--- src/rtl/vdm_pkg.sv ---
`timescale 1ns / 1ps
package vdm_pkg;

   localparam int MAX_FRAGMENTS = 8;
   localparam int ROW_LEN       = 2 * MAX_FRAGMENTS;
   localparam int SYM_W         = 16;
   localparam int IDX_W         = $clog2(ROW_LEN);
   localparam int LANE_W        = $clog2(MAX_FRAGMENTS);
   localparam int ORD_W         = $clog2(MAX_FRAGMENTS + 1);
   localparam int CSR_IDX_W     = 2;
   localparam int BIT_W         = $clog2(SYM_W);
   localparam int MUL_CNT_W     = $clog2(SYM_W + 1);

   // configuration register indexes
   localparam logic [CSR_IDX_W-1:0] CSR_PRIME = 2'd0;
   localparam logic [CSR_IDX_W-1:0] CSR_FRAG  = 2'd1;

   typedef logic [MAX_FRAGMENTS-1:0][SYM_W-1:0] sym_array_type;

   typedef struct packed {
      logic [SYM_W-1:0] symbol_0;
      logic [SYM_W-1:0] symbol_1;
      logic [SYM_W-1:0] symbol_2;
      logic [SYM_W-1:0] symbol_3;
      logic [SYM_W-1:0] symbol_4;
      logic [SYM_W-1:0] symbol_5;
      logic [SYM_W-1:0] symbol_6;
      logic [SYM_W-1:0] symbol_7;
   } req_word_type;

   typedef struct packed {
      logic [SYM_W-1:0]  recovered_symbol;
      logic [LANE_W-1:0] position;
      logic              last;
      logic              status;
   } rsp_word_type;

   // per-lane row operation
   typedef enum logic [2:0] {
      LOP_NONE,
      LOP_BUILD,
      LOP_SWAP,
      LOP_SCALE,
      LOP_CAP,
      LOP_ELIM,
      LOP_DOT
   } lane_op_type;

   typedef enum logic [3:0] {
      ST_IDLE,
      ST_LOAD,
      ST_WAIT,
      ST_COMMIT,
      ST_PIV,
      ST_INV0,
      ST_SQ,
      ST_SQW,
      ST_ML,
      ST_MLW,
      ST_OUT
   } state_type;

   // broadcast from the sequencer to every lane
   typedef struct packed {
      lane_op_type       op;
      logic              start;
      logic              commit;
      logic [IDX_W-1:0]  idx;
      logic [IDX_W-1:0]  k;
      logic [ORD_W-1:0]  order;
      logic [SYM_W-1:0]  modulus;
      logic [LANE_W-1:0] c_lane;
      logic [LANE_W-1:0] piv_lane;
      logic [SYM_W-1:0]  bc0;
      logic [SYM_W-1:0]  bc1;
   } lane_ctl_type;

endpackage

--- src/rtl/vdm_mulmod.sv ---
`timescale 1ns / 1ps
// Interleaved modular multiply: one bit of b per cycle, MSB first.
// a must already be reduced below the modulus; b may be any 16-bit value.
module vdm_mulmod (
   input  logic                       clock,
   input  logic                       reset,
   input  logic                       start,
   input  logic [vdm_pkg::SYM_W-1:0]  a,
   input  logic [vdm_pkg::SYM_W-1:0]  b,
   input  logic [vdm_pkg::SYM_W-1:0]  modulus,
   output logic [vdm_pkg::SYM_W-1:0]  result,
   output logic                       done
);
   logic [vdm_pkg::SYM_W-1:0]     a_ff, b_ff, acc_ff, acc_in;
   logic [vdm_pkg::MUL_CNT_W-1:0] cnt_ff;
   logic [vdm_pkg::SYM_W+1:0]     t, p1, p2;

   // acc = (2*acc + bit*a) mod p, value stays below 3p
   always_comb begin
      p1 = {2'b00, modulus};
      p2 = {1'b0, modulus, 1'b0};
      t  = {1'b0, acc_ff, 1'b0} + (b_ff[vdm_pkg::SYM_W-1] ? {2'b00, a_ff} : '0);
      if (t >= p2) begin
         t = t - p2;
      end else if (t >= p1) begin
         t = t - p1;
      end
      acc_in = t[vdm_pkg::SYM_W-1:0];
   end

   always_ff @(posedge clock) begin
      if (reset) begin
         cnt_ff <= '0;
      end else if (start) begin
         cnt_ff <= vdm_pkg::MUL_CNT_W'(vdm_pkg::SYM_W);
      end else if (cnt_ff != '0) begin
         cnt_ff <= cnt_ff - 1'b1;
      end
   end

   always_ff @(posedge clock) begin
      if (start) begin
         a_ff   <= a;
         b_ff   <= b;
         acc_ff <= '0;
      end else if (cnt_ff != '0) begin
         b_ff   <= {b_ff[vdm_pkg::SYM_W-2:0], 1'b0};
         acc_ff <= acc_in;
      end
   end

   assign result = acc_ff;
   assign done   = (cnt_ff == '0);
endmodule

--- config.mk ---
export PLATFORM = sky130hd
export DESIGN_NAME = vdm_mulmod
export DESIGN_NICKNAME = d
export VERILOG_FILES = /design/src/rtl/vdm_pkg.sv /design/src/rtl/vdm_mulmod.sv
export SDC_FILE = /design/constraint.sdc
export NUM_CORES = 1
export LEC_CHECK = 0
export BUFFER_PORTS_ARGS = -buffer_cell sky130_fd_sc_hd__buf_2
export CORE_ASPECT_RATIO = 1.4
export CORE_MARGIN = 3
export CORE_UTILIZATION = 42
export CTS_CLUSTER_DIAMETER = 60
export DETAILED_ROUTE_END_ITERATION = 10
export SYNTH_ARGS = -nofsm -noshare
export SYNTH_HDL_FRONTEND = slang
export SYNTH_SLANG_ARGS = --single-unit
export TNS_END_PERCENT = 10
--- constraint.sdc ---
create_clock -name clock -period 9.3 [get_ports clock]
set_input_delay 0.465 -clock clock [delete_from_list [all_inputs] [get_ports clock]]
set_output_delay 0.465 -clock clock [all_outputs]
set_load 0.02 [all_outputs]
### Word-level counts from Yosys, hierarchy flattened

Index checks and enable logic that the tools add are counted.

* add/sub/neg operators: 4
* $lt $le $gt $ge: 2
* multiplexer cells: 7
* reduce and logical (&&, ||, !) cells: 4

Operator list (count)
* 2-to-1 mux 16 bit: 5
* subtractor 16 bit: 2
* adder 17 x 16 -> 18 bit: 1
* greater-or-equal comparator 18 x 16 -> 1 bit: 1
* greater-or-equal comparator 18 x 17 -> 1 bit: 1
* 2-to-1 mux 5 bit: 2
* zero test 5 bit: 1
* nonzero test 5 bit: 1
* subtractor 5 x 1 -> 5 bit, second input constant: 1
* nonzero test 2 bit: 1
* OR reduction 2 bit: 1

* register bits: 53
* output and inout bits: 17
* logic and storage cells: 22

### Depth between registers and ports, before layout

Gate-level depths: netlist of run 1.

* depth in word-level cells: 5
* depth in mapped cells: 20
* depth with buffers taken out: 19

### Worst setup path before layout of run 1

Ideal clock, no wire load.

* path type: reg-to-reg
* start: register b_ff[15] in the netlist's numbering
* end: register acc_ff (netlist bit result[0])
* data arrival time: 3.952 ns
* required time: 9.226 ns
* path slack: 5.273 ns
* cell stages (with the launch flop): 20
* path buffers: 1
* cells stage by stage: edfxtp_1 > clkbuf_1 > nand2_1 > inv_1 > ha_1 > a21oi_1 > a2bb2oi_2 > and4bb_1 > o21ai_0 > nand2_1 > xor2_1 > ha_1 > nand2_1 > o21ai_0 > a31oi_1 > and4_1 > nand3_1 > nand2_4 > or4_1 > a31oi_1

* word-level cells in the longest chain between the ends: 5
* elaborated cells on any way between the ends: 8
* those cells by class: 3 x add/sub; 2 x order compare; 3 x mux

RTL lines
* start: declaration: RTL line vdm_mulmod.sv:14 `logic [vdm_pkg::SYM_W-1:0] a_ff, b_ff, acc_ff, acc_in;`
* start signal: assignment: RTL line vdm_mulmod.sv:47 `b_ff <= {b_ff[vdm_pkg::SYM_W-2:0], 1'b0};`
* 2-to-1 mux 16 bit (*): RTL line vdm_mulmod.sv:22 `t = {1'b0, acc_ff, 1'b0} + (b_ff[vdm_pkg::SYM_W-1] ? {2'b00, a_ff} : '0);`
* adder 17 x 16 -> 18 bit (*): RTL line vdm_mulmod.sv:22
* subtractor 16 bit or greater-or-equal comparator 18 x 16 -> 1 bit (tied branches): RTL line vdm_mulmod.sv:26, vdm_mulmod.sv:25
* 2-to-1 mux 16 bit: RTL line vdm_mulmod.sv:25 `end else if (t >= p1) begin`
* 2-to-1 mux 16 bit (*): RTL line vdm_mulmod.sv:23 `if (t >= p2) begin`
* end signal: assignment: RTL line vdm_mulmod.sv:48 `acc_ff <= acc_in;`
* end: declaration: RTL line vdm_mulmod.sv:14

Every way passes the cells marked *; elsewhere a longest branch is shown, timed or not.
A chain may end at the register's enable or synchronous reset.

### Worst setup path after layout of run 1

* start: register b_ff[15] in the netlist's numbering
* end: register acc_ff (netlist bit result[8])

Same word-level chain as after synthesis.

==> results.txt, run 1 <==
Final setup fails = 0
Power Density = 357 nW/µm²
Row count = 45
# resized after CTS = 0
Routed WL per cell = 17.4 µm
Area Overhead vs Synth = 13.2%
TNS Setup = 0 ns
Sw Pwr = 952 µW
Worst Min Path Start = a[1]
Syn nets = 628
Most frequent cells in the layout = buf_2 (67), ha_1 (49), a21oi_1 (45)
Hold Path Cell Cnt = 1
First drt pass iteration count = 5
CTS tree = built
Via count = 4139
Final hold vios = 0
Leakage Power = 0.00236 µW
Max Fclk = 0.197 GHz
Vias in the first global route = 4030
CP Launch Type = flip-flop
Worst Path Max Fanout = 16
Total grt overflow = 0
Slew @ Worst Pin = 0.792 ns
Starting density of the core = 43.1%
Post-DP HPWL = 10500 µm
Post-synth EDFFs = 32
Fill count = 1083
Crit Path Class = flip-flop to flip-flop
Tmin final = 5.07 ns
RR Endpoint = result[8]$_SDFFE_PP0N_
Worst slew margin = 45.9%
Worst Skew = 0.0114 ns
Register area share after synthesis = 29.5%
Largest net degree at the start of global routing = 43
GPL Wtd Cong = 0.911
Hold-critical path endpoint = a_ff[1]$_DFFE_PP_
Max-slew violations = 0
Number of clock sinks seen by CTS = 53
Internal reg-to-reg setup slack = 4.23 ns
Power share of the sequential group = 18.3%
Comb power frac = 71.4%
Pint = 944 µW
RSZ-0062 raised after global routing = no
Yosys reg bits = 53
Initial antenna violation count = 0
Final Cycle Share = 54.5%
FFs w/ async S/R, synth = 0%
H-tree depth = 2
Clock group share of total power = 10.2%
Worst skew pair latency = 0.30 ns
# DRC = 0
Final wirelength = 12700 µm
Layout cells sized above 1 = 18.9%
First-pass GRT wire length = 20200 µm
FF-to-FF path depth = 18
Buffer depth of the longest clock path = 2
Max Cap Violations = 0
N_diodes = 0
Crit end category = flip-flop
CP arrival = 5.25 ns
Post-synth cell types = 64
Switching part of the total = 50.2%
Clk root buf = clkbuf_16
Nets = 690
Syn Inst Count = 525
Predominant post-synthesis flop cell = edfxtp_1
Worst min path class = primary input to flip-flop
Syn. warnings = 0
GR Util All Layers = 21.0%
IO Port Bufs = 67
DIE HEIGHT = 131 µm
Avg Inst Size Synth = 8.93 µm²
Hold Buf Count CTS = 0
Core box area = 10900 µm²
Req. time, crit path = 9.48 ns
Post-CTS setup buffer count = 0
Die area = 12500 µm²
Leading cell type in the layout, fill and taps excluded = buf_2
Cell area after synthesis = 4690 µm²
Post-layout util = 48.8%
Iter 0 DRT Violations = 232
Clock transition at path regs = 0.07 ns
Peak VDD IR = 0.146 mV
I/O pin cnt = 68
Total CTS buffers = 5
Die width = 95.3 µm
Outcome = finished clean
Vias per cell = 5.68
Post-DRT Antenna Nets = 0
Worst reg2reg startpoint = b_ff[15]$_DFFE_PP_
cell usage after synthesis, types with 15 or more instances:
master	count	area, µm²
ha_1	49	613
a21oi_1	45	225
o21ai_0	35	175
edfxtp_1	32	961
inv_1	32	120
nand2_1	32	120
nor2_1	31	116
xnor2_1	27	236
dfxtp_1	21	420
and2_1	19	119
nand3_1	17	85.1
nor3_1	17	85.1
mux2_2	15	169
layer usage:
metal  vias up  wire, µm  global-route usage, %
met5         -         0                      0
met4         0       331                   6.88
met3        19       446                   2.52
met2        86      6920                   39.8
met1      1962      5000                   24.0
li1       2072         -                      -
logic make-up after synthesis:
kind of cell,synth area share (%)
xor+xnor,6.91
buf+inv,3.82
compound gates,22.7
mux,4.89
flops,29.5
simple gates,17.9
fa+ha+maj,14.4
worst max-delay path by stage:
stage               slack [ns]  cells after the start                      to               start
finish                    4.23                     18  result[8]$_SDFFE_PP0N_  b_ff[15]$_DFFE_PP_
global route              3.80                     19  result[2]$_SDFFE_PP0N_  b_ff[15]$_DFFE_PP_
CTS                       4.25                     18  result[6]$_SDFFE_PP0N_  b_ff[15]$_DFFE_PP_
detailed placement        4.27                     18  result[6]$_SDFFE_PP0N_  b_ff[15]$_DFFE_PP_
global placement          4.26                     18  result[6]$_SDFFE_PP0N_  b_ff[15]$_DFFE_PP_
floorplan                 5.27                     19  result[0]$_SDFFE_PP0N_  b_ff[15]$_DFFE_PP_
state kept, by name (all words and copies together), names as in the netlist:
register / flops
a_ff: 16
cnt_ff: 5
b_ff: 16
result: 16
stage by stage:
stage	power [µW]	area, µm²	cells	setup slack, ns	hold slack [ns]
CTS	1900	5310	729	4.25	0.332
floorplan	1340	4690	525	5.27	0.487
detailed placement	1690	5150	721	4.27	0.499
global placement	1690	5150	721	4.26	0.505
global route	2050	5310	729	3.80	0.330
finish	1900	5310	729	4.23	0.338
power by group through the flow:
stage / combinational (µW) / sequential (µW) / clock [µW]
floorplan: 975 / 365 / 0
global placement: 1330 / 354 / 0
detailed placement: 1340 / 355 / 0
CTS: 1350 / 349 / 199
global route: 1490 / 355 / 206
finish: 1350 / 348 / 194
final cells by class:
type / instances / area (µm²) / area share (%)
clock inverters: 3 / 28.8 / 0.542
clock buffers: 5 / 125 / 2.36
multi-input cells: 426 / 3130 / 58.9
inverters: 33 / 124 / 2.33
well taps: 141 / 176 / 3.33
flip-flops and latches: 53 / 1380 / 26.0
repair buffers: 68 / 343 / 6.46
worst max-delay path: stages (launching register included):
cell	delay (ns)
edfxtp_1	0.56
and2_1	0.19
ha_1	0.16
inv_1	0.05
fa_1	0.40
nor2b_1	0.15
o31a_1	0.25
o21ai_4	0.10
o21ai_2	0.19
a21oi_1	0.12
xnor2_1	0.45
ha_1	0.38
a21oi_1	0.15
o21ai_0	0.15
o311a_1	0.42
o21ai_2	0.29
and2_0	0.49
o21ai_0	0.18
o221a_2	0.26
No activity file was read; power rests on OpenSTA's default activity.
==> run 2, diff against run 1 <==
Clock period 9.3 ns to 4.4 ns, I/O delays scaled along.
==> run 2 against run 1 <==
  * Critical path depth is 1 higher
  * Clock skew down 0.0063 ns
  * Die area is the same
  * Flip-flop and latch count stayed put
  * Core utilization rose by 7.0 points
  * First-iteration DRC count is 27% lower
  * Non-clock buffer count up 67
  * Clock power rose by 110%
  * Worst setup slack lost 4.2 ns
  * Largest cell class unchanged
  * Largest power group unchanged
==> results.txt, run 2 (same netlist as run 1, synthesis figures left out) <==
Vias in the first global route = 4385
Worst Skew = 0.00510 ns
Via count = 4482
Worst Path Max Fanout = 7
Final wirelength = 13400 µm
Pint = 2530 µW
Starting density of the core = 43.1%
Worst min path class = primary input to flip-flop
Post-DRT Antenna Nets = 0
Worst slew margin = 53.4%
Final Cycle Share = 98.4%
Clock transition at path regs = 0.08 ns
Clock group share of total power = 8.7%
Dpl cells = 777
Req. time, crit path = 4.60 ns
Buffer depth of the longest clock path = 2
Sw Pwr = 2230 µW
Peak VDD IR = 0.338 mV
Clk root buf = clkbuf_16
Worst reg2reg startpoint = b_ff[15]$_DFFE_PP_
Count of non-filler cells in the finished layout = 796
Internal reg-to-reg setup slack = 0.07 ns
# DRC = 0
I/O pin cnt = 68
First drt pass iteration count = 5
IO Port Bufs = 67
Routed WL per cell = 16.8 µm
Crit Path Class = flip-flop to flip-flop
Post-layout util = 55.8%
Register Area = 1380 µm²
Core box area = 10900 µm²
Post-DP HPWL = 10700 µm
Fill count = 1027
Power share of the sequential group = 15.5%
Worst Setup Slack, final = 0.0717 ns
Nets = 757
FF-to-FF path depth = 19
Hold Buf Count CTS = 0
Total CTS buffers = 5
GPL Wtd Cong = 0.916
Worst skew pair latency = 0.29 ns
CTS tree = built
Hold Path Cell Cnt = 1
Tmin final = 4.33 ns
Largest net degree at the start of global routing = 42
Final setup fails = 0
N_diodes = 0
Row count = 45
Comb power frac = 75.8%
Power Density = 785 nW/µm²
Leakage Power = 0.00272 µW
Area Overhead vs Synth = 29.4%
Die width = 95.3 µm
Switching part of the total = 46.8%
Area of the multi-input gates = 3370 µm²
CP Launch Type = flip-flop
Setup WS pre-CTS = -0.0860 ns
Cell Area, Placed = 5570 µm²
Total grt overflow = 0
Number of clock sinks seen by CTS = 53
Layout cells sized above 1 = 32.8%
Iter 0 DRT Violations = 170
Crit end category = flip-flop
Max Cap Violations = 0
Hold-critical path endpoint = a_ff[1]$_DFFE_PP_
RR Endpoint = result[4]$_SDFFE_PP0N_
First-pass GRT wire length = 21100 µm
Worst Min Path Start = a[1]
Final hold vios = 0
H-tree depth = 2
Leading cell type in the layout, fill and taps excluded = buf_2
DIE HEIGHT = 131 µm
Most frequent cells in the layout = buf_2 (67), buf_4 (63), ha_1 (41)
Max-slew violations = 0
Die area = 12500 µm²
Finished Cell Area = 6070 µm²
GR Util All Layers = 21.7%
Outcome = finished clean
CP arrival = 4.53 ns
Initial antenna violation count = 0
Max Fclk = 0.231 GHz
RSZ-0062 raised after global routing = yes
WHS = 0.0943 ns
Vias per cell = 5.63
Slew @ Worst Pin = 0.681 ns
## run 2: metrics by stage
step	setup TNS, ns	total power [µW]
after floorplan	0	2830
after global placement	0	3940
after detailed placement	-0.603	3970
after CTS	-0.000984	4490
after global routing	-1.19	5130
final	0	4760
## run 2: worst max-delay path by stage
| stage | start | endpoint | slack [ns] | depth (start not counted) |
|---|---|---|---|---|
| global placement | b_ff[15]$_DFFE_PP_ | result[0]$_SDFFE_PP0N_ | 0.05 | 20 |
| global route | b_ff[15]$_DFFE_PP_ | result[13]$_SDFFE_PP0N_ | -0.14 | 23 |
| detailed placement | b_ff[15]$_DFFE_PP_ | result[0]$_SDFFE_PP0N_ | -0.09 | 19 |
| finish | b_ff[15]$_DFFE_PP_ | result[4]$_SDFFE_PP0N_ | 0.07 | 19 |
| floorplan | b_ff[15]$_DFFE_PP_ | result[0]$_SDFFE_PP0N_ | 0.37 | 19 |
| CTS | b_ff[15]$_DFFE_PP_ | result[0]$_SDFFE_PP0N_ | -0.001 | 20 |
## run 2: cell type report
cell class              instances  area share, %
well taps                     141           2.91
clock inverters                 3          0.474
inverters                      33           2.04
multi-input cells             426           55.5
repair buffers                135           14.3
flip-flops and latches         53           22.8
clock buffers                   5           2.06
## run 2: repair_timing
item	CTS	global route
resized for setup	13	45
pin swaps	14	30
setup endpoints to repair	15	16
buffers inserted	3	8
## run 2: power groups by stage
stage               Clock (µW)  Combinational, µW  Sequential [µW]
floorplan                    0               2060              771
global placement             0               3200              742
detailed placement           0               3230              744
CTS                        425               3330              733
global route               436               3940              750
finish                     415               3610              737
## run 2: per-layer routing
layer  wire length, µm  GRT usage, %  vias up
met1              5230          24.9     2072
met3               538          2.58       47
met4               635          11.3        0
li1                  -             -     2205
met2              6970          38.8      158
met5                 0             0        -
## run 2: worst max-delay path: stages (launching register included)
cell      delay (ns)
edfxtp_1        0.48
buf_4           0.18
and2_1          0.15
ha_4            0.23
nor2b_2         0.16
o31a_1          0.30
buf_4           0.16
o21a_1          0.16
nor2_1          0.11
xnor2_1         0.13
buf_4           0.16
ha_1            0.27
and4_1          0.22
and2_1          0.15
o21ai_1         0.21
nand2_1         0.13
a211oi_2        0.33
nor3_1          0.11
or3_1           0.33
a211oi_1        0.25
