===== config.mk =====
export PLATFORM = sky130hd
export DESIGN_NAME = vdm_lane
export DESIGN_NICKNAME = d
export VERILOG_FILES = /design/src/rtl/vdm_pkg.sv /design/src/rtl/vdm_mulmod.sv /design/src/rtl/vdm_lane.sv
export SDC_FILE = /design/constraint.sdc
export NUM_CORES = 1
export LEC_CHECK = 0
export BUFFER_PORTS_ARGS = -buffer_cell sky130_fd_sc_hd__clkbuf_2
export CAP_MARGIN = 20
export CORE_UTILIZATION = 54
export DETAILED_ROUTE_END_ITERATION = 12
export PLACE_DENSITY_LB_ADDON = 0.05
export SLEW_MARGIN = 20
export SYNTH_ARGS = -nofsm -noshare
export SYNTH_HDL_FRONTEND = slang
export SYNTH_SLANG_ARGS = --single-unit

===== constraint.sdc =====
create_clock -name clock -period 7.15 [get_ports clock]
set_clock_uncertainty 0.15 [all_clocks]
set_input_delay 2.145 -clock clock [delete_from_list [all_inputs] [get_ports clock]]
set_output_delay 2.145 -clock clock [all_outputs]
set_load 0.005 [all_outputs]

===== src/rtl/vdm_pkg.sv =====
`timescale 1ns / 1ps
package vdm_pkg;

   localparam int MAX_FRAGMENTS = 8;
   localparam int ROW_LEN       = 2 * MAX_FRAGMENTS;
   localparam int SYM_W         = 16;
   localparam int IDX_W         = $clog2(ROW_LEN);
   localparam int LANE_W        = $clog2(MAX_FRAGMENTS);
   localparam int ORD_W         = $clog2(MAX_FRAGMENTS + 1);
   localparam int CSR_IDX_W     = 2;
   localparam int BIT_W         = $clog2(SYM_W);
   localparam int MUL_CNT_W     = $clog2(SYM_W + 1);

   // configuration register indexes
   localparam logic [CSR_IDX_W-1:0] CSR_PRIME = 2'd0;
   localparam logic [CSR_IDX_W-1:0] CSR_FRAG  = 2'd1;

   typedef logic [MAX_FRAGMENTS-1:0][SYM_W-1:0] sym_array_type;

   typedef struct packed {
      logic [SYM_W-1:0] symbol_0;
      logic [SYM_W-1:0] symbol_1;
      logic [SYM_W-1:0] symbol_2;
      logic [SYM_W-1:0] symbol_3;
      logic [SYM_W-1:0] symbol_4;
      logic [SYM_W-1:0] symbol_5;
      logic [SYM_W-1:0] symbol_6;
      logic [SYM_W-1:0] symbol_7;
   } req_word_type;

   typedef struct packed {
      logic [SYM_W-1:0]  recovered_symbol;
      logic [LANE_W-1:0] position;
      logic              last;
      logic              status;
   } rsp_word_type;

   // per-lane row operation
   typedef enum logic [2:0] {
      LOP_NONE,
      LOP_BUILD,
      LOP_SWAP,
      LOP_SCALE,
      LOP_CAP,
      LOP_ELIM,
      LOP_DOT
   } lane_op_type;

   typedef enum logic [3:0] {
      ST_IDLE,
      ST_LOAD,
      ST_WAIT,
      ST_COMMIT,
      ST_PIV,
      ST_INV0,
      ST_SQ,
      ST_SQW,
      ST_ML,
      ST_MLW,
      ST_OUT
   } state_type;

   // broadcast from the sequencer to every lane
   typedef struct packed {
      lane_op_type       op;
      logic              start;
      logic              commit;
      logic [IDX_W-1:0]  idx;
      logic [IDX_W-1:0]  k;
      logic [ORD_W-1:0]  order;
      logic [SYM_W-1:0]  modulus;
      logic [LANE_W-1:0] c_lane;
      logic [LANE_W-1:0] piv_lane;
      logic [SYM_W-1:0]  bc0;
      logic [SYM_W-1:0]  bc1;
   } lane_ctl_type;

endpackage


===== src/rtl/vdm_mulmod.sv =====
`timescale 1ns / 1ps
// Interleaved modular multiply: one bit of b per cycle, MSB first.
// a must already be reduced below the modulus; b may be any 16-bit value.
module vdm_mulmod (
   input  logic                       clock,
   input  logic                       reset,
   input  logic                       start,
   input  logic [vdm_pkg::SYM_W-1:0]  a,
   input  logic [vdm_pkg::SYM_W-1:0]  b,
   input  logic [vdm_pkg::SYM_W-1:0]  modulus,
   output logic [vdm_pkg::SYM_W-1:0]  result,
   output logic                       done
);
   logic [vdm_pkg::SYM_W-1:0]     a_ff, b_ff, acc_ff, acc_in;
   logic [vdm_pkg::MUL_CNT_W-1:0] cnt_ff;
   logic [vdm_pkg::SYM_W+1:0]     t, p1, p2;

   // acc = (2*acc + bit*a) mod p, value stays below 3p
   always_comb begin
      p1 = {2'b00, modulus};
      p2 = {1'b0, modulus, 1'b0};
      t  = {1'b0, acc_ff, 1'b0} + (b_ff[vdm_pkg::SYM_W-1] ? {2'b00, a_ff} : '0);
      if (t >= p2) begin
         t = t - p2;
      end else if (t >= p1) begin
         t = t - p1;
      end
      acc_in = t[vdm_pkg::SYM_W-1:0];
   end

   always_ff @(posedge clock) begin
      if (reset) begin
         cnt_ff <= '0;
      end else if (start) begin
         cnt_ff <= vdm_pkg::MUL_CNT_W'(vdm_pkg::SYM_W);
      end else if (cnt_ff != '0) begin
         cnt_ff <= cnt_ff - 1'b1;
      end
   end

   always_ff @(posedge clock) begin
      if (start) begin
         a_ff   <= a;
         b_ff   <= b;
         acc_ff <= '0;
      end else if (cnt_ff != '0) begin
         b_ff   <= {b_ff[vdm_pkg::SYM_W-2:0], 1'b0};
         acc_ff <= acc_in;
      end
   end

   assign result = acc_ff;
   assign done   = (cnt_ff == '0);
endmodule


===== src/rtl/vdm_lane.sv =====
`timescale 1ns / 1ps
// One row of the augmented matrix with its own modular multiplier.
module vdm_lane (
   input  logic                            clock,
   input  logic                            reset,
   input  logic [vdm_pkg::LANE_W-1:0]      lane_id,
   input  vdm_pkg::lane_ctl_type           ctl,
   input  vdm_pkg::sym_array_type          symbols,
   output logic [vdm_pkg::SYM_W-1:0]       rd_data,
   output logic                            done,
   output logic [vdm_pkg::SYM_W-1:0]       dot_result
);
   logic [vdm_pkg::SYM_W-1:0] row_ff [vdm_pkg::ROW_LEN];
   logic [vdm_pkg::SYM_W-1:0] pw_ff, f_ff, dot_ff;
   logic [vdm_pkg::SYM_W-1:0] mul_a, mul_b, mul_res, wr_val, build_val, dot_base;
   logic [vdm_pkg::SYM_W:0]   diff, dsum;
   logic                      we, is_c, is_piv;

   assign rd_data = row_ff[ctl.idx];
   assign is_c    = (lane_id == ctl.c_lane);
   assign is_piv  = (lane_id == ctl.piv_lane);

   // operand select
   always_comb begin
      mul_a = '0;
      mul_b = '0;
      case (ctl.op)
         vdm_pkg::LOP_BUILD: begin
            mul_a = pw_ff;
            mul_b = {{(vdm_pkg::SYM_W-vdm_pkg::LANE_W){1'b0}}, lane_id}
                    + vdm_pkg::SYM_W'(1);
         end
         vdm_pkg::LOP_SCALE: begin
            mul_a = ctl.bc0;
            mul_b = rd_data;
         end
         vdm_pkg::LOP_ELIM: begin
            mul_a = f_ff;
            mul_b = ctl.bc0;
         end
         vdm_pkg::LOP_DOT: begin
            mul_a = rd_data;
            mul_b = symbols[ctl.k[vdm_pkg::LANE_W-1:0]];
         end
         default: ;
      endcase
   end

   vdm_mulmod u_mul (
      .clock   (clock),
      .reset   (reset),
      .start   (ctl.start),
      .a       (mul_a),
      .b       (mul_b),
      .modulus (ctl.modulus),
      .result  (mul_res),
      .done    (done)
   );

   // row write value
   always_comb begin
      if (ctl.k == '0) begin
         build_val = vdm_pkg::SYM_W'(1);
      end else if ({1'b0, ctl.k} < {{(vdm_pkg::IDX_W+1-vdm_pkg::ORD_W){1'b0}}, ctl.order}) begin
         build_val = mul_res;
      end else if (ctl.idx == vdm_pkg::IDX_W'(ctl.order)
                   + {{(vdm_pkg::IDX_W-vdm_pkg::LANE_W){1'b0}}, lane_id}) begin
         build_val = vdm_pkg::SYM_W'(1);
      end else begin
         build_val = '0;
      end
      // row - f*pivot mod p, both terms below p
      if (rd_data >= mul_res) begin
         diff = {1'b0, rd_data} - {1'b0, mul_res};
      end else begin
         diff = {1'b0, rd_data} + {1'b0, ctl.modulus} - {1'b0, mul_res};
      end
      dot_base = (ctl.k == '0) ? '0 : dot_ff;
      dsum     = {1'b0, dot_base} + {1'b0, mul_res};
      if (dsum >= {1'b0, ctl.modulus}) begin
         dsum = dsum - {1'b0, ctl.modulus};
      end
      we     = 1'b0;
      wr_val = '0;
      case (ctl.op)
         vdm_pkg::LOP_BUILD: begin
            we     = ctl.commit;
            wr_val = build_val;
         end
         vdm_pkg::LOP_SWAP: begin
            we     = ctl.commit && (is_c || is_piv);
            wr_val = is_c ? ctl.bc1 : ctl.bc0;
         end
         vdm_pkg::LOP_SCALE: begin
            we     = ctl.commit && is_c;
            wr_val = mul_res;
         end
         vdm_pkg::LOP_ELIM: begin
            we     = ctl.commit && !is_c;
            wr_val = diff[vdm_pkg::SYM_W-1:0];
         end
         default: ;
      endcase
   end

   always_ff @(posedge clock) begin
      if (we) begin
         row_ff[ctl.idx] <= wr_val;
      end
      if (ctl.commit && ctl.op == vdm_pkg::LOP_BUILD
          && {1'b0, ctl.k} < {{(vdm_pkg::IDX_W+1-vdm_pkg::ORD_W){1'b0}}, ctl.order}) begin
         pw_ff <= build_val;
      end
      if (ctl.commit && ctl.op == vdm_pkg::LOP_CAP) begin
         f_ff <= rd_data;
      end
      if (ctl.commit && ctl.op == vdm_pkg::LOP_DOT) begin
         dot_ff <= dsum[vdm_pkg::SYM_W-1:0];
      end
   end

   assign dot_result = dot_ff;
endmodule


; Word-level counts from Yosys, hierarchy flattened
; Memories as Yosys holds them, arrays and structs flattened.
; Index checks and enable logic that the tools add are counted.
; W data, S select, Z words.
[classes]
addsub = 11
n_lt_le_gt_ge = 6
eq_ne = 9
muxes = 22
n_reduce_logical = 14
[ops]
columns = operator, count
row1 = $mux W16, 12
row2 = $pmux W16 S4, 3
row3 = $sub A16 B16 Y16, 5
row4 = $bmux W16 S3, 1
row5 = $add A17 B16 Y18, 1
row6 = $ge A18 B16 Y1, 1
row7 = $ge A18 B17 Y1, 1
row8 = $add A16 B16 Y17, 1
row9 = $ge A17 B16 Y1, 1
row10 = $add A16 B16 Y16, 1
row11 = $ge A16 B16 Y1, 1
row12 = $mux W5, 2
row13 = $eq A3 B3 Y1 const B, 3
row14 = $logic_and A1 B1 Y1, 7
row15 = $eq A3 B2 Y1 const B, 2
row16 = $eq A3 B3 Y1, 2
row17 = $logic_not A5 Y1, 1
row18 = $reduce_bool A5 Y1, 1
row19 = $sub A5 B1 Y5 const B, 1
row20 = $add A3 B1 Y4 const B, 1
row21 = $add A4 B3 Y4, 1
row22 = $eq A4 B4 Y1, 1
row23 = $logic_not A4 Y1, 1
row24 = $lt A3 B4 Y1 const B, 1
row25 = 8 further kinds, 10
[totals]
ff_bits = 101
ram_bits = 256
in_bits = 204
elab_cells = 71
n_memories = 1
[memory_table]
columns = memory, words, word_bits, read_ports, rd_ports_with_merged_regs, wr, line_no
row1 = row_ff, 16, 16, 1, 0, 1, vdm_lane.sv:13  ; logic [vdm_pkg::SYM_W-1:0] row_ff [vdm_pkg::ROW_LEN];

; Logic depth before layout (Yosys ltp)
; Gate-level depths: netlist of the first run.
[logic_depth]
word_depth = 6
depth_mapped = 22
mapped_depth_nobuf = 19

; Cells and area by module
; Synthesis of the first run repeated with hierarchy kept, for this count alone.
[hier_totals]
cells_unflattened = 1751
hier_area_um2 = 22217.6
[by_module_without_submodules]
columns = mod, instances, cells_each, area_per_inst_um2, seq_area_each_um2
row1 = vdm_lane, 1, 1297, 17646.9, 9128.8
row2 = vdm_mulmod, 1, 454, 4570.6, 1381.3

; Worst setup path after synthesis of the first run
; No wires, ideal clock.
[synth_timing]
kind = input to register
from = in ctl[62] in the netlist's numbering
to = mem row_ff[0][3] in the netlist's numbering (data pin)
setup_ns = 0.302
arrival_time_ns = 7.179
setup_slack_ns = -0.480
path_stages = 18
path_buffers = 5
cell_sequence = clkbuf_1 -> buf_2 -> buf_2 -> mux4_2 -> mux4_2 -> inv_1 -> ha_1 -> inv_1 -> fa_1 -> a211o_1 -> a21boi_0 -> nor3_1 -> or4_1 -> nand2_1 -> clkbuf_1 -> buf_2 -> a21oi_1 -> o221ai_1
[synth_between]
elab_chain_cells = 5
elab_cells_between_ends = 7
[synth_lines]
columns = element, line_no
row1 = start: declaration, vdm_lane.sv:7  ; input vdm_pkg::lane_ctl_type ctl,
row2 = $mem_v2 Z16 W16 *, n/a
row3 = via rd_data (one bit), vdm_lane.sv:9  ; output logic [vdm_pkg::SYM_W-1:0] rd_data,
row4 = $add A16 B16 Y16, vdm_lane.sv:76  ; diff = {1'b0, rd_data} + {1'b0, ctl.modulus} - {1'b0, mul_res};
row5 = $sub A16 B16 Y16, vdm_lane.sv:76
row6 = $mux W16 *, vdm_lane.sv:73  ; if (rd_data >= mul_res) begin
row7 = $pmux W16 S4 *, vdm_lane.sv:85  ; case (ctl.op)
row8 = via wr_val (one bit), vdm_lane.sv:15  ; logic [vdm_pkg::SYM_W-1:0] mul_a, mul_b, mul_res, wr_val, build_val, dot_base;
row9 = end: declaration, vdm_lane.sv:13
; Mark *: on every way through the listed nets, which the timed path passes. The rest lies on a longest branch.

; Final worst setup path of the first run
[layout_timing]
from = in ctl[62] in the netlist's numbering
to = mem row_ff[15][15] in the netlist's numbering (data pin)
[layout_between]
elab_chain_cells = 5
elab_cells_between_ends = 7
[layout_lines]
columns = element, line_no
row1 = $mem_v2 Z16 W16 *, n/a
row2 = $add A16 B16 Y16, vdm_lane.sv:76
row3 = $sub A16 B16 Y16, vdm_lane.sv:76
row4 = $mux W16 *, vdm_lane.sv:73
row5 = $pmux W16 S4 *, vdm_lane.sv:85
row6 = via wr_val (one bit), vdm_lane.sv:15
; Marked as above.

==> PnR_summary.wiki, run 1 <==
{| class="wikitable"
! Metric !! Value
|-
| Status || complete, no violations
|-
| Final instance area || 25800 µm²
|-
| Tot GR Track Use || 34.7%
|-
| Number of search-and-repair iterations in the first detailed-routing pass || 8
|-
| Initial cell density of the core || 55.0%
|-
| Critical Path, Cell by Cell || buf_4, buf_12, mux4_2, mux4_2, inv_1, fa_1, inv_1, ha_1, a21oi_1, nand2_1, a31oi_1, a31o_2, o21ai_0, xnor2_1, a22oi_1, o21ai_1
|-
| Sequential area share after synthesis || 47.7%
|-
| Count of routing violations after the opening detailed-route iteration || 1796
|-
| Global route overflow || 0
|-
| Estimated wirelength of the detail-placed design || 54600 µm
|-
| Endpoint class of the critical path || register
|-
| DIE AREA || 41600 µm²
|-
| MaxCap Viol Count || 0
|-
| Final worst path period share || 93.9%
|-
| CTS H-tree depth || 2
|-
| Placement-stage cell area || 24500 µm²
|-
| Hold_ws || 0.386 ns
|-
| Family of cells with the greatest summed delay on the critical path || compound AO/OA/AOI/OAI gates
|-
| DP Cell Count || 2575
|-
| Clock slew at the register clock pins of the worst setup and hold paths || 0.06 ns
|-
| Synth Area per Inst || 12.3 µm²
|-
| Worst EP arrival || 6.77 ns
|-
| Kind of launch point of the worst setup path || input port
|-
| First-pass GRT wire length || 105000 µm
|-
| Clock tree from TritonCTS || yes
|-
| Post-synth net total || 2129
|-
| Achievable clock frequency || 149 MHz
|-
| Largest stage delay, worst path || 0.85 ns
|-
| Row count || 73
|-
| Hold/Removal Path Class || register to register
|-
| Core area || 40000 µm²
|-
| Slew Limit Headroom || 26.7%
|-
| Finish-stage setup viols || 0
|-
| Via count of the first global-routing pass || 16400
|-
| Max Transition Viols Final || 0
|-
| Mapped cell area || 22000 µm²
|-
| Largest buffer count on any clock path || 3
|-
| Horizontal die dimension || 204 µm
|-
| Clock network power share || 22.4%
|-
| Pwr Density || 353 nW/µm²
|-
| Final non-filler cell total || 2646
|-
| Average wire length per cell after detail routing || 27.3 µm
|-
| Average vias per placed instance || 6.40
|-
| Clock root buffer master || clkbuf_16
|-
| Post-CTS setup buffer count || 0
|-
| DRC || 0
|-
| Count of distinct cell types in the synthesized netlist || 86
|-
| Biggest area contributors in the synthesized netlist || edfxtp_1 46%, mux4_2 11%, ha_1 6.8%, xnor2_1 2.6%, inv_1 2.1%
|-
| Part of the total power dissipated in sequential elements || 29.8%
|-
| Tmin final || 6.72 ns
|-
| Via count || 16900
|-
| Top-area cell type share of the netlist area || 45.8%
|-
| Leak || 0.0102 µW
|-
| Slowest-stage cell, CP || o21ai_1
|-
| Number of placed I/O pins || 237
|-
| Worst Path Required || 7.21 ns
|-
| Category of the most critical setup path || input port to register
|-
| Final Power || 9120 µW
|-
| Internal power summed over all cells || 5620 µW
|-
| Clock insertion delay at the later pin of the skew report || 0.57 ns
|-
| Total negative slack || 0 ns
|-
| Total of cells resized after clock tree synthesis || 0
|-
| Die Height || 204 µm
|-
| Crit path buf inv count || 4
|-
| Synthesized instance count || 1784
|-
| Most frequent cells in the layout || 336 x edfxtp_1, 234 x clkbuf_2, 125 x inv_1
|-
| Share of total power consumed by net switching || 38.4%
|-
| Routed Wire Length || 72200 µm
|-
| Critical path peak fanout || 22
|-
| Number of buffers created by CTS || 39
|-
| NetSw || 3500 µW
|-
| CTS Sinks || 357
|-
| Most area-hungry cell type in the Yosys netlist || edfxtp_1
|-
| Number of nets still failing antenna checks after routing || 0
|-
| Pin slew with the least headroom to its limit || 1.09 ns
|-
| Pin count of the biggest net entering global routing || 36
|-
| Layout cells sized above 1 || 27.3%
|-
| Most common cell after layout, fill and taps aside || edfxtp_1
|-
| Proportion of register bits with asynchronous set or reset after synthesis || 0%
|-
| Seq cells post-synth || 357
|-
| Antenna violations before repair || 0
|-
| Net count of the finished layout || 2436
|-
| Hold violation total from the final report || 0
|-
| CTS Hold Bufs || 0
|-
| Weighted congestion reported at the end of routability-driven placement || 1.02
|-
| Yosys warning count || 0
|-
| VDD IR-drop max || 0.308 mV
|-
| Area growth syn-to-layout || 17.4%
|-
| Most used flip-flop cell after synthesis || edfxtp_1
|-
| Number of flops mapped to enable cells by yosys || 336
|-
| Number of buffer cells added on primary ports || 236
|-
| RSZ-0062 raised after global routing || false
|-
| Combinational cell fraction of total power || 47.8%
|}
through the flow:
step	worst slack, ns	utilization [%]
global route	0.183	64.6
floorplan	0.00313	-
finish	0.433	64.6
CTS	0.514	64.6
global placement	0.0754	61.4
detailed placement	-0.0809	61.4
per-layer routing:
metal	track usage, %	up-vias	part of all wire [%]
li1	-	7515	-
met1	47.1	8500	40
met2	55.7	771	48
met3	5.80	153	7.8
met4	14.4	0	4.2
met5	0	-	0
synth_stat cells, drive strengths merged, types with 33 or more instances:
library cell and n:
edfxtp 336, inv 126, ha 119, mux4 111, nand2 108, nor2 99
a21oi 93, o21ai 84, xnor2 65, clkbuf 54, mux2i 44, xor2 35
and2 33
state kept, by name, summed over array words and instances (netlist names):
| name | count |
|---|---|
| u_mul.result | 16 |
| u_mul.cnt_ff | 5 |
| u_mul.a_ff | 16 |
| f_ff | 16 |
| pw_ff | 16 |
| dot_result | 16 |
| u_mul.b_ff | 16 |
| row_ff | 256 |
cells by family (layout without fill, tap and decap cells):
kind of cell    after synthesis  count (layout)  synth area share (%)
xor+xnor                    100             100                  3.98
flops                       357             357                  47.7
simple gates                411             411                  9.26
buf+inv                     198             534                  3.43
other cells                   0               1                     0
compound gates              395             395                  12.1
mux                         182             182                  14.7
fa+ha+maj                   141             141                  8.76
worst reg2reg max path, delay by kind of cell, from the launching register on:
family | cells | cell delay, ns
buf+inv | 1 | 0.33
fa+ha+maj | 2 | 0.90
simple gates | 8 | 2.05
compound gates | 5 | 0.97
xor+xnor | 1 | 0.37
flops | 1 | 0.77
layout make-up:
type	instances	area [µm²]
fillers	3089	14200
multi-input cells	1229	10900
flip-flops and latches	357	10500
repair buffers	338	2020
clock buffers	44	995
well taps	525	657
inverters	126	473
clock inverters	26	290
diodes	1	2.50
worst paths after layout:
check / end / startpoint / depth (start not counted) / slack (ns)
worst min register to register: u_mul.cnt_ff[4]$_SDFFE_PP0P_ / u_mul.cnt_ff[4]$_SDFFE_PP0P_ / 2 / 0.39
worst max register to register: u_mul.result[0]$_SDFFE_PP0N_ / u_mul.result[1]$_SDFFE_PP0N_ / 17 / 1.54
worst min-delay path: u_mul.cnt_ff[4]$_SDFFE_PP0P_ / u_mul.cnt_ff[4]$_SDFFE_PP0P_ / 2 / 0.39
worst max-delay path: row_ff[15][15]$_DFFE_PP_ / ctl[62] / 16 / 0.43
power groups by stage:
stage	sequential (µW)	combinational (µW)	clock (µW)
finish	2710	4360	2040
CTS	2710	4270	2070
global placement	2750	4180	0
floorplan	2670	3040	0
detailed placement	2750	4230	0
global route	2720	4730	2140
(Power assumes the default switching activity.)
==> run 2, diff against run 1 <==
Settings changed: GPL_TIMING_DRIVEN set to 0.
==> PnR_summary.wiki, run 2 (synthesis results as in run 1) <==
{| class="wikitable"
! Metric !! Value
|-
| Weighted congestion reported at the end of routability-driven placement || 0.967 (-5.6%)
|-
| Die Height || 204 µm (unchanged)
|-
| Number of nets still failing antenna checks after routing || 0 (unchanged)
|-
| Most frequent cells in the layout || 336 x edfxtp_1, 239 x clkbuf_2, 125 x inv_1
|-
| Net count of the finished layout || 2436 (unchanged)
|-
| Most common cell after layout, fill and taps aside || edfxtp_1
|-
| Hold/Removal Path Class || register to register
|-
| Met3 global-route usage || 5.96% (+0.16 points)
|-
| Tot GR Track Use || 36.0% (+1.3 points)
|-
| Worst EP arrival || 7.15 ns (+0.38 ns)
|-
| DRC || 0 (unchanged)
|-
| Category of the most critical setup path || input port to register
|-
| Routed Wire Length || 74900 µm (+3.7%)
|-
| Clock insertion delay at the later pin of the skew report || 0.58 ns (about the same)
|-
| Final instance area || 25900 µm² (about the same)
|-
| Clock tree from TritonCTS || yes
|-
| Average vias per placed instance || 6.49 (+1.4%)
|-
| Largest reg by FF count || row_ff
|-
| Number of inserted filler cells in the final layout || 3062 (-0.87%)
|-
| Final setup slack of the worst path || 0.186 ns (-0.247 ns)
|-
| Core area || 40000 µm² (unchanged)
|-
| VDD IR-drop max || 0.263 mV (-15%)
|-
| Met1 Use GR || 48.0% (+0.93 points)
|-
| Met2 routing resource usage after global routing || 59.1% (+3.3 points)
|-
| CTS H-tree depth || 2 (unchanged)
|-
| CTS Hold Bufs || 0 (unchanged)
|-
| Initial cell density of the core || 55.0% (unchanged)
|-
| Number of search-and-repair iterations in the first detailed-routing pass || 7 (-1)
|-
| Antenna violations before repair || 1 (+1)
|-
| Number of buffers created by CTS || 39 (unchanged)
|-
| Leak || 0.00999 µW (-1.6%)
|-
| Global route overflow || 0 (unchanged)
|-
| Layout cells sized above 1 || 26.1% (-1.2 points)
|-
| Tmin final || 6.96 ns (+0.247 ns)
|-
| Worst Path Required || 7.34 ns (+0.13 ns)
|-
| Average wire length per cell after detail routing || 28.3 µm (+3.7%)
|-
| Via count || 17200 (+1.4%)
|-
| Hold violation total from the final report || 0 (unchanged)
|-
| CTS Sinks || 357 (unchanged)
|-
| Total negative slack || 0 ns (unchanged)
|-
| Clock slew at the register clock pins of the worst setup and hold paths || 0.06 ns (about the same)
|-
| Row count || 73 (unchanged)
|-
| Final non-filler cell total || 2646 (unchanged)
|-
| Pin count of the biggest net entering global routing || 19 (-47%)
|-
| Setup slack after placement || -1.82 ns (-1.74 ns)
|-
| Achievable clock frequency || 144 MHz (-3.5%)
|-
| Slew Limit Headroom || 13.1% (-14 points)
|-
| MaxCap Viol Count || 0 (unchanged)
|-
| Max Transition Viols Final || 0 (unchanged)
|-
| Pin slew with the least headroom to its limit || 1.30 ns (+0.212 ns)
|-
| Most crowded layer after global routing || met2
|-
| Area growth syn-to-layout || 17.5% (about the same)
|-
| DIE AREA || 41600 µm² (unchanged)
|-
| Finish-stage setup viols || 0 (unchanged)
|-
| Count of routing violations after the opening detailed-route iteration || 2044 (+14%)
|-
| DP Cell Count || 2566 (-0.35%)
|-
| Largest buffer count on any clock path || 3 (unchanged)
|-
| Number of buffer cells added on primary ports || 230 (-2.5%)
|-
| First-pass GRT wire length || 108000 µm (+2.5%)
|-
| Placement-stage cell area || 24200 µm² (-1.3%)
|-
| Horizontal die dimension || 204 µm (unchanged)
|-
| Final worst path period share || 97.4% (+3.5 points)
|-
| Endpoint class of the critical path || register
|-
| Clock root buffer master || clkbuf_16
|-
| Critical path peak fanout || 16 (-27%)
|-
| Hold_ws || 0.375 ns (-0.0104 ns)
|-
| Estimated wirelength of the detail-placed design || 56700 µm (+3.9%)
|-
| Max reg flops || 256 (unchanged)
|-
| Via count of the first global-routing pass || 16800 (+2.5%)
|-
| Kind of launch point of the worst setup path || input port
|-
| Number of placed I/O pins || 237 (unchanged)
|-
| Status || complete, no violations
|-
| Pwr Density || 351 nW/µm² (-0.50%)
|}
==> run 2: cell types whose count changed in the layout (fill, tap and decap cells not counted), moves of 5 or more <==
cell / change
buf_4: -86
clkbuf_1: +42
buf_2: +15
o221ai_4: +10
buf_8: +7
clkinv_1: -7
buf_6: +6
a21oi_1: -5
a21oi_2: +5
buf_1: +5
clkbuf_2: +5
o221ai_1: -5
o221ai_2: -5
==> run 2: report_power, final <==
part	internal, µW	total (µW)	switching, µW
clock network	1060	1940	884
registers	2560	2730	168
logic	1800	4410	2610
==> run 2: per-layer routing <==
| layer | vias up | part of all wire [%] |
|---|---|---|
| met5 | - | 0.021 |
| met2 | 881 | 48 |
| met1 | 8595 | 40 |
| li1 | 7520 | - |
| met4 | 2 | 4.0 |
| met3 | 184 | 7.8 |
==> run 2: path summary, 6_finish.rpt <==
check | start | to | slack (ns) | cells past startpoint
setup / recovery | ctl[62] | row_ff[4][14]$_DFFE_PP_ | 0.19 | 16
hold / removal | u_mul.cnt_ff[4]$_SDFFE_PP0P_ | u_mul.cnt_ff[4]$_SDFFE_PP0P_ | 0.38 | 2
setup reg to reg | u_mul.b_ff[15]$_DFFE_PP_ | u_mul.result[15]$_SDFFE_PP0N_ | 1.09 | 21
hold reg to reg | u_mul.cnt_ff[4]$_SDFFE_PP0P_ | u_mul.cnt_ff[4]$_SDFFE_PP0P_ | 0.38 | 2
==> run 2: area by class of cell <==
| class | count | area [µm²] | area share [%] |
|---|---|---|---|
| Clock inverter | 24 | 209 | 0.808 |
| Timing Repair Buffer | 267 | 1550 | 6.00 |
| Antenna cell | 1 | 2.50 | 0.00968 |
| Inverter | 126 | 473 | 1.83 |
| Tap cell | 525 | 657 | 2.54 |
| Clock buffer | 46 | 1000 | 3.87 |
| Sequential cell | 357 | 10500 | 40.6 |
| Buffer | 70 | 344 | 1.33 |
| Multi-Input combinational cell | 1230 | 11100 | 43.0 |
==> run 2: worst max-delay path, cell delays in order <==
cell and delay, ns:
buf_2 0.24, clkdlybuf4s15_2 0.58, mux4_2 0.58, mux4_2 0.64
inv_1 0.16, fa_1 0.44, inv_1 0.08, ha_1 0.28
a21oi_1 0.15, nand2_1 0.12, a2111oi_0 0.40, o31ai_1 0.19
a31o_2 0.28, a21oi_1 0.17, xnor2_1 0.22, a31o_2 0.45
==> run 2: repair_timing <==
action                                  CTS  global route
pin swaps                                 7             3
buffers inserted                          8             2
resized for setup                        38            23
gates cloned                              0             1
endpoints found under the setup margin  286           271
==> run 2: through the flow <==
stage	util, %	total power [µW]
2_1_floorplan	-	5700
3_5_place_dp	60.6	6870
4_1_cts	64.4	8900
6_report	64.6	9080
3_3_place_gp	59.7	6800
5_1_grt	64.6	9530
